[config.mk]
export PLATFORM = sky130hd
export DESIGN_NAME = utf8_stream_decoder
export DESIGN_NICKNAME = d
export VERILOG_FILES = /design/src/rtl/core/u8d_pkg.sv /design/src/rtl/core/u8d_front.sv /design/src/rtl/core/u8d_queue.sv /design/src/rtl/core/u8d_back.sv /design/src/rtl/core/utf8_stream_decoder.sv
export SDC_FILE = /design/constraint.sdc
export NUM_CORES = 1
export LEC_CHECK = 0
export ABC_AREA = 1
export BUFFER_PORTS_ARGS = -buffer_cell sky130_fd_sc_hd__buf_4
export CAP_MARGIN = 10
export CORE_MARGIN = 5
export CORE_UTILIZATION = 65
export DETAILED_ROUTE_END_ITERATION = 12
export PLACE_DENSITY = 0.83
export SETUP_SLACK_MARGIN = 0.15
export SLEW_MARGIN = 20
export SYNTH_ARGS = -nofsm -noshare
export SYNTH_HDL_FRONTEND = slang
export SYNTH_SLANG_ARGS = --single-unit
[constraint.sdc]
create_clock -name i_clk -period 7.6 [get_ports i_clk]
set_input_delay 0.76 -clock i_clk [delete_from_list [all_inputs] [get_ports i_clk]]
set_output_delay 0.76 -clock i_clk [all_outputs]
set_load 0.01 [all_outputs]
[src/rtl/core/u8d_pkg.sv]
// Shared word types and constants of the UTF-8 stream decoder.
package u8d_pkg;

    localparam logic [7:0] LEAD_MIN   = 8'hC0;
    localparam logic [7:0] LEAD3_MIN  = 8'hE0;
    localparam logic [7:0] LEAD4_MIN  = 8'hF0;
    localparam logic [7:0] LEAD_LIMIT = 8'hF8;
    localparam logic [1:0] CONT_TAG   = 2'b10;

    localparam logic [6:0] ASCII_LOWER_A = 7'h61;
    localparam logic [6:0] ASCII_LOWER_Z = 7'h7A;
    localparam logic [6:0] CASE_OFFSET   = 7'h20;

    localparam int HELD_DEPTH = 3;

    typedef struct packed {
        logic [7:0] in_byte;
        logic       string_end;
    } t_in_word;

    typedef struct packed {
        logic [20:0] code_point;
        logic [2:0]  byte_count;
        logic        run_last;
        logic        string_last;
    } t_out_word;

    typedef struct packed {
        logic [1:0]             flush_n;
        logic [2:0][7:0]        flush_bytes;
        logic                   has_final;
        logic [20:0]            final_cp;
        logic [2:0]             final_cnt;
        logic                   string_end;
    } t_job;

endpackage

[src/rtl/core/u8d_front.sv]
// Front end: accepts bytes, tracks held sequence bytes, builds emit jobs.
module u8d_front
    import u8d_pkg::*;
(
    input  logic     i_clk,
    input  logic     i_rst_n,
    input  logic     i_valid,
    input  t_in_word i_in,
    output logic     o_ready,
    input  logic     i_queue_ready,
    output logic     o_push,
    output t_job     o_job
);

    logic [HELD_DEPTH-1:0][7:0] r_held, n_held;
    logic [1:0]                 r_held_cnt, n_held_cnt;

    logic       accept;
    logic [7:0] b;
    logic       e;
    logic       is_cont;
    logic       is_lead;
    logic       fresh;
    logic [2:0] need;
    logic [5:0] c1, c2, cb;
    logic [20:0] cp;
    logic [2:0] total;

    assign o_ready = i_queue_ready;
    assign accept  = i_valid && o_ready;
    assign b       = i_in.in_byte;
    assign e       = i_in.string_end;
    assign is_cont = (b[7:6] == CONT_TAG);
    assign is_lead = (b >= LEAD_MIN) && (b < LEAD_LIMIT);
    assign c1      = r_held[1][5:0];
    assign c2      = r_held[2][5:0];
    assign cb      = b[5:0];

    always_comb begin
        if (r_held[0] < LEAD3_MIN) begin
            need = 3'd2;
        end else if (r_held[0] < LEAD4_MIN) begin
            need = 3'd3;
        end else begin
            need = 3'd4;
        end
    end

    always_comb begin
        case (need)
            3'd2:    cp = {10'd0, r_held[0][4:0], cb};
            3'd3:    cp = {5'd0, r_held[0][3:0], c1, cb};
            default: cp = {r_held[0][2:0], c1, c2, cb};
        endcase
    end

    always_comb begin
        n_held      = r_held;
        n_held_cnt  = r_held_cnt;
        fresh       = 1'b1;
        o_job       = '0;
        o_job.flush_bytes = r_held;
        o_job.string_end  = e;
        if (r_held_cnt != 2'd0) begin
            if (is_cont) begin
                fresh = 1'b0;
                if (({1'b0, r_held_cnt} + 3'd1) >= need) begin
                    o_job.has_final = 1'b1;
                    o_job.final_cp  = cp;
                    o_job.final_cnt = need;
                    n_held_cnt      = 2'd0;
                end else begin
                    n_held[r_held_cnt] = b;
                    n_held_cnt         = r_held_cnt + 2'd1;
                    if (e) begin
                        o_job.flush_n     = r_held_cnt + 2'd1;
                        o_job.flush_bytes = n_held;
                        n_held_cnt        = 2'd0;
                    end
                end
            end else begin
                o_job.flush_n = r_held_cnt;
                n_held_cnt    = 2'd0;
            end
        end
        if (fresh) begin
            if (is_lead && !e) begin
                n_held[0]  = b;
                n_held_cnt = 2'd1;
            end else begin
                o_job.has_final = 1'b1;
                o_job.final_cp  = {13'd0, b};
                o_job.final_cnt = 3'd1;
            end
        end
    end

    assign total  = {1'b0, o_job.flush_n} + {2'd0, o_job.has_final};
    assign o_push = accept && (total != 3'd0);

    always_ff @(posedge i_clk) begin
        if (!i_rst_n) begin
            r_held_cnt <= 2'd0;
        end else if (accept) begin
            r_held_cnt <= n_held_cnt;
        end
    end

    always_ff @(posedge i_clk) begin
        if (accept) begin
            r_held <= n_held;
        end
    end

    a_held_lead: assert property (@(posedge i_clk) disable iff (!i_rst_n)
        (r_held_cnt != 2'd0) |-> ((r_held[0] >= LEAD_MIN) && (r_held[0] < LEAD_LIMIT)))
        else $error("held sequence does not start with a lead byte");

    a_end_emits: assert property (@(posedge i_clk) disable iff (!i_rst_n)
        (accept && e) |-> (o_push && n_held_cnt == 2'd0))
        else $error("string end left bytes held or emitted nothing");

endmodule

[src/rtl/core/u8d_queue.sv]
// Job queue between the front end and the emit stage.
module u8d_queue
    import u8d_pkg::*;
#(
    parameter int DEPTH = 4
) (
    input  logic i_clk,
    input  logic i_rst_n,
    input  logic i_push,
    input  t_job i_job,
    output logic o_not_full,
    output logic o_head_valid,
    output t_job o_head,
    input  logic i_pop
);

    localparam int PTR_W = (DEPTH > 1) ? $clog2(DEPTH) : 1;
    localparam int CNT_W = $clog2(DEPTH + 1);

    t_job               r_mem [DEPTH];
    logic [PTR_W-1:0]   r_wr_ptr, r_rd_ptr;
    logic [CNT_W-1:0]   r_count;
    logic               do_push, do_pop;

    assign o_not_full   = (r_count != CNT_W'(DEPTH));
    assign o_head_valid = (r_count != '0);
    assign o_head       = r_mem[r_rd_ptr];
    assign do_push      = i_push && o_not_full;
    assign do_pop       = i_pop && o_head_valid;

    always_ff @(posedge i_clk) begin
        if (do_push) begin
            r_mem[r_wr_ptr] <= i_job;
        end
    end

    always_ff @(posedge i_clk) begin
        if (!i_rst_n) begin
            r_wr_ptr <= '0;
            r_rd_ptr <= '0;
            r_count  <= '0;
        end else begin
            if (do_push) begin
                r_wr_ptr <= (r_wr_ptr == PTR_W'(DEPTH - 1)) ? '0 : r_wr_ptr + 1'b1;
            end
            if (do_pop) begin
                r_rd_ptr <= (r_rd_ptr == PTR_W'(DEPTH - 1)) ? '0 : r_rd_ptr + 1'b1;
            end
            if (do_push && !do_pop) begin
                r_count <= r_count + 1'b1;
            end else if (do_pop && !do_push) begin
                r_count <= r_count - 1'b1;
            end
        end
    end

    a_count_max: assert property (@(posedge i_clk) disable iff (!i_rst_n)
        r_count <= CNT_W'(DEPTH))
        else $error("queue count overflow");

    a_no_drop: assert property (@(posedge i_clk) disable iff (!i_rst_n)
        i_push |-> o_not_full)
        else $error("push into full queue");

endmodule

[src/rtl/core/u8d_back.sv]
// Emit stage: expands each queued job into code point words.
module u8d_back
    import u8d_pkg::*;
(
    input  logic      i_clk,
    input  logic      i_rst_n,
    input  logic      i_upper_case,
    input  logic      i_head_valid,
    input  t_job      i_head,
    output logic      o_pop,
    output logic      o_valid,
    output t_out_word o_out,
    input  logic      i_ready
);

    logic [1:0]  r_idx;
    logic        r_valid;
    t_out_word   r_out;
    logic [2:0]  total;
    logic        last;
    logic        load;
    logic [20:0] raw_cp;
    logic [20:0] cur_cp;
    logic [2:0]  cur_cnt;

    assign total = {1'b0, i_head.flush_n} + {2'd0, i_head.has_final};
    assign last  = (({1'b0, r_idx} + 3'd1) == total);
    assign load  = i_head_valid && (!r_valid || i_ready);
    assign o_pop = load && last;

    always_comb begin
        if (r_idx < i_head.flush_n) begin
            case (r_idx)
                2'd0:    raw_cp = {13'd0, i_head.flush_bytes[0]};
                2'd1:    raw_cp = {13'd0, i_head.flush_bytes[1]};
                default: raw_cp = {13'd0, i_head.flush_bytes[2]};
            endcase
            cur_cnt = 3'd1;
        end else begin
            raw_cp  = i_head.final_cp;
            cur_cnt = i_head.final_cnt;
        end
        cur_cp = raw_cp;
        if (i_upper_case && (raw_cp >= {14'd0, ASCII_LOWER_A})
                && (raw_cp <= {14'd0, ASCII_LOWER_Z})) begin
            cur_cp = raw_cp - {14'd0, CASE_OFFSET};
        end
    end

    always_ff @(posedge i_clk) begin
        if (!i_rst_n) begin
            r_idx   <= 2'd0;
            r_valid <= 1'b0;
        end else begin
            if (load) begin
                r_idx   <= last ? 2'd0 : r_idx + 2'd1;
                r_valid <= 1'b1;
            end else if (i_ready) begin
                r_valid <= 1'b0;
            end
        end
    end

    always_ff @(posedge i_clk) begin
        if (load) begin
            r_out.code_point  <= cur_cp;
            r_out.byte_count  <= cur_cnt;
            r_out.run_last    <= last;
            r_out.string_last <= last && i_head.string_end;
        end
    end

    assign o_valid = r_valid;
    assign o_out   = r_out;

    a_idx_in_job: assert property (@(posedge i_clk) disable iff (!i_rst_n)
        i_head_valid |-> ({1'b0, r_idx} < total))
        else $error("emit index beyond job length");

    a_idx_clear_idle: assert property (@(posedge i_clk) disable iff (!i_rst_n)
        !i_head_valid |-> (r_idx == 2'd0))
        else $error("emit index left mid-job with empty queue");

endmodule

[src/rtl/core/utf8_stream_decoder.sv]
// Top level of the UTF-8 stream decoder.
//
// Takes one byte per cycle while the queue has room and emits one code point
// word per cycle while the output is ready, with byte count and run/string
// markers. A byte produces zero to four words: a completed sequence or a
// single byte gives one, while a broken sequence or an end of string with
// bytes held flushes each held byte as its own word. The front end turns
// each byte that yields words into a job in a QUEUE_DEPTH-entry queue; the
// emit stage drains it into its output register, and the input stalls only
// when flush bursts or a stalled output fill the queue. upper_case may be
// changed only while the block is idle.
module utf8_stream_decoder
    import u8d_pkg::*;
#(
    parameter int QUEUE_DEPTH = 4
) (
    input  logic      i_clk,
    input  logic      i_rst_n,
    input  logic      i_cfg_we,
    input  logic      i_cfg_wdata,
    input  logic      i_valid,
    input  t_in_word  i_in,
    output logic      o_ready,
    output logic      o_valid,
    output t_out_word o_out,
    input  logic      i_ready
);

    logic r_upper_case;
    logic queue_ready;
    logic push;
    t_job push_job;
    logic head_valid;
    t_job head;
    logic pop;

    always_ff @(posedge i_clk) begin
        if (!i_rst_n) begin
            r_upper_case <= 1'b0;
        end else if (i_cfg_we) begin
            r_upper_case <= i_cfg_wdata;
        end
    end

    u8d_front u_front (
        .i_clk         (i_clk),
        .i_rst_n       (i_rst_n),
        .i_valid       (i_valid),
        .i_in          (i_in),
        .o_ready       (o_ready),
        .i_queue_ready (queue_ready),
        .o_push        (push),
        .o_job         (push_job)
    );

    u8d_queue #(
        .DEPTH (QUEUE_DEPTH)
    ) u_queue (
        .i_clk        (i_clk),
        .i_rst_n      (i_rst_n),
        .i_push       (push),
        .i_job        (push_job),
        .o_not_full   (queue_ready),
        .o_head_valid (head_valid),
        .o_head       (head),
        .i_pop        (pop)
    );

    u8d_back u_back (
        .i_clk        (i_clk),
        .i_rst_n      (i_rst_n),
        .i_upper_case (r_upper_case),
        .i_head_valid (head_valid),
        .i_head       (head),
        .o_pop        (pop),
        .o_valid      (o_valid),
        .o_out        (o_out),
        .i_ready      (i_ready)
    );

endmodule

==> results of run 1 <==
-- logic make-up (layout without fill, tap and decap cells) --
kind of cell	after synthesis	in the layout	synth area share [%]
compound gates	201	201	9.08
xor+xnor	3	3	0.217
fa+ha+maj	24	24	2.54
buf+inv	163	208	6.01
flops	273	273	66.5
simple gates	462	462	15.6
-- per-stage QoR --
step	power, mW	instance area (um^2)	util, %
floorplan	2.93	12100	-
global placement	3.27	12500	68.9
detailed placement	3.33	12500	68.9
CTS	4.54	13300	73.5
global route	4.79	13300	73.5
finish	4.54	13300	73.5
-- worst max-delay path: cells and delay by family (launching register included) --
kind                     cells  cell delay [ns]
flip-flops                   1             0.45
buffers and inverters        3             0.33
AND/OR/NAND/NOR              5             2.07
AO/OA/AOI/OAI                5             1.61
adder cells (fa/ha/maj)      4             1.24
-- power breakdown --
group	internal [mW]	switching, mW	total [mW]	leakage [nW]
Sequential	1.94	0.0878	2.02	2.49
Combinational	0.400	0.888	1.29	2.28
Clock	0.700	0.528	1.23	0.413
Total	3.04	1.50	4.54	5.18
-- cell type report --
type	instances	area, um^2	area share [%]
multi-input cells	690	3370	25.3
clock inverters	11	53.8	0.404
well taps	229	287	2.15
flip-flops and latches	273	8050	60.4
inverters	108	408	3.06
clock buffers	37	764	5.73
repair buffers	52	390	2.93
-- metal layers --
| layer | vias up | part of all wire [%] |
|---|---|---|
| met4 | 0 | 4.9 |
| met5 | - | 0 |
| li1 | 3886 | - |
| met1 | 3900 | 37 |
| met2 | 428 | 49 |
| met3 | 106 | 9.2 |
-- cells in the final DEF, fill, tap and decap left out, types with 3 or more instances in the layout --
master     count
o22ai_1       20
clkinv_2       8
nand3_1       41
nand4_1        3
clkbuf_1       6
nand2_1      238
a21oi_1       16
o21ai_0      139
o21ai_1        6
nor2_4         4
inv_1        107
a22oi_1        4
nand2_4        3
ha_1          23
o221ai_1       4
edfxtp_1     258
buf_4         52
nor2_1       158
dfxtp_1       13
clkbuf_8       3
nand3_2        3
clkbuf_16     28
-- registers in the layout, summed over array words and instances (netlist names), named ones only --
register / cells
u_queue.r_count: 3
u_front.c2: 6
u_back.o_valid: 1
r_upper_case: 1
u_queue.r_wr_ptr: 2
u_front.r_held_cnt: 2
u_back.o_out: 26
u_front.c1: 6
u_queue.r_mem: 208
u_queue.r_rd_ptr: 2
u_back.r_idx: 2
u_front.r_held: 12
-- worst paths after layout --
kind	startpoint	cells after the start	endpoint	slack, ns
setup reg to reg	u_front.r_held[6]	17	u_queue.r_count[1]	1.79
setup / recovery	u_front.r_held[6]	17	u_queue.r_count[1]	1.79
hold reg to reg	u_queue.r_count[2]	2	u_queue.r_count[2]	0.54
hold / removal	i_cfg_we	2	r_upper_case	0.43
==> out/metrics.csv, run 1 <==
stage;metric;value;unit
synth;ys_warn_count;0;
synth;syn_avg_cell_area;10.7;um^2
finish;final_layout_size_suffix_gt1_share;9.91;%
floorplan;core;18100;um^2
grt;grt_pass1_vias;8167;
timing;tightest_slew;1.14;ns
power;powerDensity;340;nW/um^2
floorplan;die_height;146;um
synth;yosys.cell_types.count;40;
timing;holdWs;0.426;ns
synth;synth_edf_count;258;
timing;period_minus_slack;5.81;ns
detailed_routing;via_per_inst;5.94;
grt;grt_pass1_wl;42500;um
clock_network;cts.clk_slew.worst_paths;0.06;ns
clock_network;cts_hold_buf;0;
grt;met3_usage;5.18;%
place;place.port_buffers;42;
setup_path;required;8.00;ns
timing;setup_viol;0;
grt;antenna_found_initial;0;
grt;grt_overflow;0;
timing;slew_headroom;24.0;%
synth;syn-cell-area;12100;um^2
finish;stdcell_count;1400;
clock_network;cts_resized;0;
power;vdd_drop_max;0.000292;V
synth;synth_common_cells;edfxtp_1 (258), nand2_1 (238), nor2_1 (163), o21ai_0 (139), inv_1 (107);
worst_hold_path;min_path_type;input port to register;
detailed_routing;num_vias;8320;
floorplan;start_util;66.7;%
grt;grt_use_total;24.8;%
setup_path;end_kind;register;
synth;synth_most_common_cell;edfxtp_1;
detailed_routing;finalWirelength;26900;um
floorplan;die_w;146;um
clock_network;cts_made_buffers;26;
clock_network;h-tree-depth;1;
place;finalWeightedCongestion;0.941;
detailed_routing;wire_per_inst;19.2;um
timing;timing.final.ws_setup;1.79;ns
setup_path;crit_arrival;6.22;ns
place;dp.cells;1352;
grt;top_usage_layer;met2;
clock_network;root_buffer;clkbuf_16;
synth;seq_area_frac_synth;66.5;%
grt;use_met2;42.2;%
synth;synth_ff_type;edfxtp_1;
timing;finalMaxSlewViolations;0;
finish;fillers;1197;
synth;ys_ff_latch;273;
place;dp_hpwl;16400;um
clock_network;cts_buffer_depth;3;
setup_path;cpMaxStageDelayCell;nor2_2;
synth;synth-async-reset-ratio;0;%
clock_network;cts_tree;built;
synth;yosys.area.top_type_share;64.0;%
place;dp_slack;2.09;ns
setup_path;crit_fanout;33;
detailed_routing;firstDrtPassIters;5;
grt;grt_max_degree;91;
timing;period_share;76.5;%
detailed_routing;drt_iter0_markers;971;
floorplan;die_area;21400;um^2
finish;syn_to_final_growth;10.2;%
finish;n_antenna_cell;0;
run;maxCapViolCount;0;
synth;synth_cells;1126;
clock_network;clk_latency;0.52;ns
synth;synth_fp_nets;1165;
timing;finalClockSkew;0.0129;ns
detailed_routing;antenna_left;0;
floorplan;rows;49;
timing;fin_tns_setup;0;ns
timing;finalHoldViolCount;0;
detailed_routing;drc;0;
setup_path;startpoint_type;register;
power;leakage;5.18;nW
floorplan;ios;43;
synth;synth_area_leaders;edfxtp_1 (64%), nand2_1 (7.4%), o21ai_0 (5.8%);
setup_path;critPathKind;register to register;
clock_network;post-cts-setup-buffer-count;0;
status;outcome;finished clean;
timing;clock.fmax;172;MHz
grt;grt_util_met1;31.1;%
setup_path;crit_chain;nand3_1 > nor2_1 > ha_1 > nand3_1 > o211ai_1 > nor2_1 > inv_1 > nor2_2 > a32o_1 > ha_1 > o31ai_2 > inv_1 > ha_1 > inv_1 > fa_1 > o21ai_0 > a21oi_1;
setup_path;max_stage_delay;0.87;ns
synth;yosys.area.top_type;edfxtp_1;
timing;rsz0062_at_grt;false;
finish;fin_nets;1190;
clock_network;clkSinkCount;273;
(Power assumes the default switching activity.)
==> inputs of run 2 (changes only) <==
- CORE_UTILIZATION: 65 -> 56
- PLACE_DENSITY: 0.83 -> 0.76
- clock period: 7.6 -> 4.8 ns (I/O delays scaled with it)
==> run 2 against run 1 <==
Net effect:
- cell count up 3.9%
- final area up 1.8%
- clock skew decreased by 0.0055 ns
- via count shrank 3.1%
- power rose by 64%
- critical path type unchanged
- critical endpoint unchanged
- largest cell class unchanged
==> out/metrics.csv, run 2 (same netlist as run 1, synthesis figures left out) <==
stage;metric;value;unit;change
detailed_routing;firstDrtPassIters;5;;unchanged
finish;fin_nets;1198;;+0.67%
clock_network;h-tree-depth;1;;unchanged
setup_path;startpoint_type;register;;
finish;largest_register_ffs;208;;unchanged
grt;grt_pass1_wl;41100;um;-3.2%
floorplan;die_height;157;um;+7.2%
finish;stdcell_count;1454;;+3.9%
worst_hold_path;min_path_cells;2;;unchanged
grt;grt_max_degree;57;;-37%
grt;grt_pass1_vias;7734;;-5.3%
power;powerDensity;547;nW/um^2;+61%
clock_network;clkSinkCount;273;;unchanged
setup_path;crit_fanout;9;;-73%
run;maxCapViolCount;0;;unchanged
place;place.port_buffers;42;;unchanged
timing;holdWs;0.120;ns;-0.306 ns
clock_network;clk_latency;0.54;ns;+0.02 ns
timing;rsz0062_at_grt;false;;
detailed_routing;antenna_left;0;;unchanged
setup_path;rr_worst_depth;19;;+2
setup_path;end_kind;register;;
setup_path;critPathKind;register to register;;
power;leakage;5.26;nW;+1.5%
detailed_routing;num_vias;8062;;-3.1%
timing;slew_headroom;44.9;%;+21 points
detailed_routing;wire_per_inst;17.9;um;-6.6%
clock_network;cts_made_buffers;28;;+7.7%
timing;finalMaxSlewViolations;0;;unchanged
timing;finalClockSkew;0.00748;ns;-0.00545 ns
setup_path;crit_arrival;4.54;ns;-1.68 ns
floorplan;die_w;157;um;+7.2%
place;finalWeightedCongestion;0.882;;-6.3%
finish;n_antenna_cell;0;;unchanged
grt;grt_use_total;21.5;%;-3.3 points
status;outcome;finished clean;;
clock_network;post-cts-setup-buffer-count;0;;unchanged
floorplan;ios;43;;unchanged
floorplan;core;21200;um^2;+17%
timing;setup_viol;0;;unchanged
timing;timing.final.ws_setup;0.684;ns;-1.10 ns
detailed_routing;finalWirelength;26100;um;-3.0%
finish;final_layout_size_suffix_gt1_share;10.3;%;+0.44 points
floorplan;die_area;24600;um^2;+15%
timing;period_minus_slack;4.12;ns;-1.70 ns
clock_network;cts.clk_slew.worst_paths;0.06;ns;about the same
clock_network;cts_hold_buf;0;;unchanged
power;vdd_drop_max;0.000485;V;+66%
detailed_routing;drc;0;;unchanged
finish;fillers;1527;;+28%
place;dp_slack;0.594;ns;-1.50 ns
clock_network;root_buffer;clkbuf_16;;
finish;layout_commonest_cell;edfxtp_1;;
grt;grt_overflow;0;;unchanged
clock_network;cts_buffer_depth;3;;unchanged
clock_network;cts_tree;built;;
timing;period_share;85.7;%;+9.2 points
timing;tightest_slew;0.827;ns;-0.313 ns
grt;antenna_found_initial;0;;unchanged
setup_path;required;5.23;ns;-2.77 ns
floorplan;rows;53;;+8.2%
timing;fin_tns_setup;0;ns;unchanged
finish;top_register;u_queue.r_mem;;
finish;syn_to_final_growth;12.1;%;
timing;clock.fmax;243;MHz;+41%
place;dp.cells;1404;;+3.8%
floorplan;start_util;57.2;%;-9.5 points
timing;finalHoldViolCount;0;;unchanged
finish;most-common-layout-cells;edfxtp_1 (258), nand2_1 (238), nor2_1 (158);;
worst_hold_path;min_path_type;input port to register;;
detailed_routing;via_per_inst;5.54;;-6.7%
place;dp_hpwl;15900;um;-2.6%
power;total_power;7.42;mW;+64%
detailed_routing;drt_iter0_markers;680;;-30%
## run 2: cell count changes in the layout (fill, tap and decap cells not counted)
cell       change
bufinv_16      +3
clkinv_2       -7
clkbuf_8       +3
nand3_1        -1
nand3_2        +1
clkbuf_16      +1
clkbuf_1       +3
buf_4          +6
inv_4          -1
## run 2: report_power, final
part | switching, mW | leakage, nW | internal, mW | total (mW)
registers | 0.125 | 2.49 | 3.06 | 3.19
logic | 1.40 | 2.31 | 0.642 | 2.04
clock network | 0.842 | 0.461 | 1.35 | 2.19
total | 2.36 | 5.26 | 5.06 | 7.42
## run 2: layer usage
layer / global-route usage [%] / vias up / wire length [um]
met1: 27.6 / 3801 / 10400
li1: - / 3894 / -
met2: 35.9 / 311 / 12700
met3: 4.78 / 56 / 2070
met4: 8.68 / 0 / 926
met5: 0 / - / 0
## run 2: metrics by stage
| step | utilization, % | instance area [um^2] |
|---|---|---|
| finish | 64.1 | 13600 |
| floorplan | - | 12100 |
| global route | 64.1 | 13600 |
| CTS | 64.1 | 13600 |
| global placement | 59.6 | 12600 |
| detailed placement | 59.6 | 12600 |
## run 2: area by class of cell
| type | instances | area [um^2] | share of cell area (%) |
|---|---|---|---|
| clock inverter | 6 | 103 | 0.756 |
| timing repair buffer | 58 | 435 | 3.21 |
| tap | 275 | 344 | 2.54 |
| sequential | 273 | 8050 | 59.4 |
| clock buffer | 44 | 842 | 6.21 |
| multi-input combinational | 690 | 3380 | 24.9 |
| inverter | 108 | 408 | 3.01 |
## run 2: path summary, 6_finish.rpt
path / startpoint / end / slack [ns]
setup reg to reg: u_front.r_held[7] / u_queue.r_count[1] / 0.68
hold / removal: i_cfg_we / r_upper_case / 0.12
hold reg to reg: u_front.r_held_cnt[1] / u_front.r_held_cnt[1] / 0.53
setup / recovery: u_front.r_held[7] / u_queue.r_count[1] / 0.68
## run 2: repair_timing
action,CTS,global route
resized for setup,0,1
endpoints found under the hold margin,0,0
endpoints found under the setup margin,0,2
## run 2: critical path, stage by stage (launching register included)
cell      delay [ns]
edfxtp_1        0.44
nand3_2         0.23
nor2_1          0.23
inv_1           0.12
ha_1            0.31
a21oi_1         0.14
o211ai_1        0.14
nor3_1          0.14
o21ai_0         0.09
a21oi_1         0.30
ha_1            0.22
ha_1            0.23
o31ai_2         0.21
buf_4           0.24
inv_1           0.06
ha_1            0.17
inv_1           0.11
fa_1            0.40
o21ai_0         0.17
a21oi_1         0.05
==> inputs of run 3 (changes only) <==
- RECOVER_POWER: not set -> 100
==> run 3 against run 2 <==
Net effect:
- the run now ends with max-capacitance violations, max-slew violations left
- sequential share of layout area is 0.71 points higher
- cell count stayed put
- critical path depth stayed put
- first-iteration DRC count is 10% higher
- global-route usage stayed put
- maximum frequency is 0.29% lower
- final area is 1.2% lower
- combinational power is 6% lower
- register-to-register slack hardly changed
- power is 1.6% lower
- critical endpoint unchanged
- largest power group unchanged
==> out/metrics.csv, run 3 (same netlist as run 1, synthesis figures left out) <==
stage;metric;value;unit;change
status;outcome;finished, violations left;;
status;violations;max-capacitance violations, max-slew violations;;
setup_path;crit_arrival;4.55;ns;about the same
detailed_routing;wire_per_inst;17.8;um;-0.54%
setup_path;crit_fanout;9;;unchanged
finish;syn_to_final_growth;10.8;%;
floorplan;core;21200;um^2;unchanged
timing;fin_tns_setup;0;ns;unchanged
grt;grt_max_degree;57;;unchanged
finish;final_layout_size_suffix_gt1_share;7.04;%;-3.3 points
timing;clock.fmax;242;MHz;-0.29%
place;finalWeightedCongestion;0.882;;unchanged
clock_network;post-cts-setup-buffer-count;0;;unchanged
grt;grt_use_total;21.5;%;unchanged
floorplan;start_util;57.2;%;unchanged
power;p_sw;2.34;mW;-1.0%
detailed_routing;drt_iter0_markers;750;;+10%
clock_network;clk_latency;0.54;ns;about the same
place;place_area;12600;um^2;unchanged
clock_network;cts_made_buffers;28;;unchanged
power;powerDensity;545;nW/um^2;-0.44%
power;internal-power;4.96;mW;-1.9%
timing;period_minus_slack;4.13;ns;+0.0120 ns
clock_network;root_buffer;clkbuf_16;;
detailed_routing;finalWirelength;25900;um;-0.54%
floorplan;die_w;157;um;unchanged
grt;grt_overflow;0;;unchanged
timing;finalClockSkew;0.00763;ns;+0.000147 ns
power;switching_share;32.0;%;+0.20 points
setup_path;startpoint_type;register;;
setup_path;critPathKind;register to register;;
floorplan;die_height;157;um;unchanged
timing;tightest_slew;1.53;ns;+0.708 ns
finish;top_register;u_queue.r_mem;;
timing;setup_viol;0;;unchanged
power;combPwrFrac;26.3;%;-1.2 points
place;dp_hpwl;15900;um;unchanged
clock_network;cts.clk_slew.worst_paths;0.06;ns;about the same
detailed_routing;firstDrtPassIters;5;;unchanged
timing;finalMaxSlewViolations;29;;+29
clock_network;cts_buffer_depth;3;;unchanged
place;dp.cells;1404;;unchanged
power;vdd_drop_max;0.000472;V;-2.6%
detailed_routing;antenna_left;0;;unchanged
setup_path;required;5.23;ns;about the same
clock_network;cts_hold_buf;0;;unchanged
place;place.port_buffers;42;;unchanged
finish;n_antenna_cell;0;;unchanged
setup_path;end_kind;register;;
detailed_routing;num_vias;8057;;-0.062%
run;maxCapViolCount;1;;+1
finish;postLayoutCoreUtil;63.4;%;-0.76 points
grt;antenna_found_initial;0;;unchanged
grt;grt_pass1_wl;41100;um;unchanged
timing;slew_headroom;-2.30;%;-47 points
floorplan;rows;53;;unchanged
finish;stdcell_area;13400;um^2;-1.2%
floorplan;die_area;24600;um^2;unchanged
floorplan;ios;43;;unchanged
finish;layout_commonest_cell;edfxtp_1;;
finish;fin_nets;1198;;unchanged
power;seq_power_share;43.7;%;+0.8 points
grt;grt_pass1_vias;7734;;unchanged
finish;most-common-layout-cells;edfxtp_1 (258), nand2_1 (239), nor2_1 (160);;
detailed_routing;via_per_inst;5.54;;about the same
clock_network;clkSinkCount;273;;unchanged
timing;period_share;86.0;%;+0.25 points
finish;largest_register_ffs;208;;unchanged
clock_network;h-tree-depth;1;;unchanged
finish;fillers;1571;;+2.9%
finish;stdcell_count;1454;;unchanged
power;leakage;5.12;nW;-2.5%
timing;finalHoldViolCount;0;;unchanged
detailed_routing;drc;0;;unchanged
power;power_frac_clock;30.0;%;+0.4 points
timing;holdWs;0.121;ns;+0.000480 ns
timing;rsz0062_at_grt;false;;
clock_network;cts_tree;built;;
worst_hold_path;min_path_type;input port to register;;
[run 3: cell types whose count changed in the layout (fill, tap and decap cells not counted), moves of 2 or more]
cell / delta
buf_4: -38
clkbuf_1: +34
clkbuf_4: +4
nor2_1: +2
[run 3: routing by layer]
| metal | track usage, % | up-vias | wire length (um) |
|---|---|---|---|
| met3 | 4.78 | 58 | 2090 |
| met2 | 35.9 | 315 | 12600 |
| met4 | 8.68 | 0 | 958 |
| met1 | 27.6 | 3791 | 10300 |
| li1 | - | 3893 | - |
| met5 | 0 | - | 0 |
[run 3: worst paths after layout]
check / slack [ns] / depth (start not counted) / from / endpoint
max: 0.67 / 19 / u_front.r_held[7] / u_queue.r_count[1]
min: 0.12 / 2 / i_cfg_we / r_upper_case
max reg2reg: 0.67 / 19 / u_front.r_held[7] / u_queue.r_count[1]
min reg2reg: 0.53 / 2 / u_front.r_held_cnt[1] / u_front.r_held_cnt[1]
[run 3: what timing repair did]
| action | in CTS | in global routing |
|---|---|---|
| endpoints found under the hold margin | 0 | 0 |
| setup endpoints to repair | 0 | 2 |
| gates resized for setup | 0 | 1 |
[run 3: cell type report]
type	count	area [um^2]	area share, %
sequential	273	8050	60.1
multi-input combinational	690	3350	25.0
clock buffer	44	842	6.28
inverter	108	408	3.04
tap	275	344	2.57
timing repair buffer	58	308	2.30
clock inverter	6	103	0.765
[run 3: critical path, cell delays in order (launching register included)]
cell,delay [ns]
edfxtp_1,0.44
nand3_2,0.23
nor2_1,0.23
inv_1,0.12
ha_1,0.31
a21oi_1,0.14
o211ai_1,0.14
nor3_1,0.14
o21ai_0,0.09
a21oi_1,0.31
ha_1,0.22
ha_1,0.22
o31ai_1,0.23
buf_4,0.23
inv_1,0.06
ha_1,0.17
inv_1,0.11
fa_1,0.40
o21ai_0,0.17
a21oi_1,0.05
[run 3: power by group through the flow]
stage | Sequential, mW | Combinational (mW) | Clock [mW]
after floorplan | 3.27 | 1.36 | 0
after global placement | 3.22 | 1.99 | 0
after detailed placement | 3.24 | 2.04 | 0
after CTS | 3.19 | 2.05 | 2.22
after global routing | 3.22 | 2.18 | 2.34
final | 3.19 | 1.92 | 2.19
[run 3: metrics by stage]
stage	power (mW)	worst slack, ns
after floorplan	4.63	-0.251
after detailed placement	5.27	0.594
after global routing	7.75	0.209
final	7.30	0.672
after global placement	5.22	0.769
after CTS	7.46	0.586
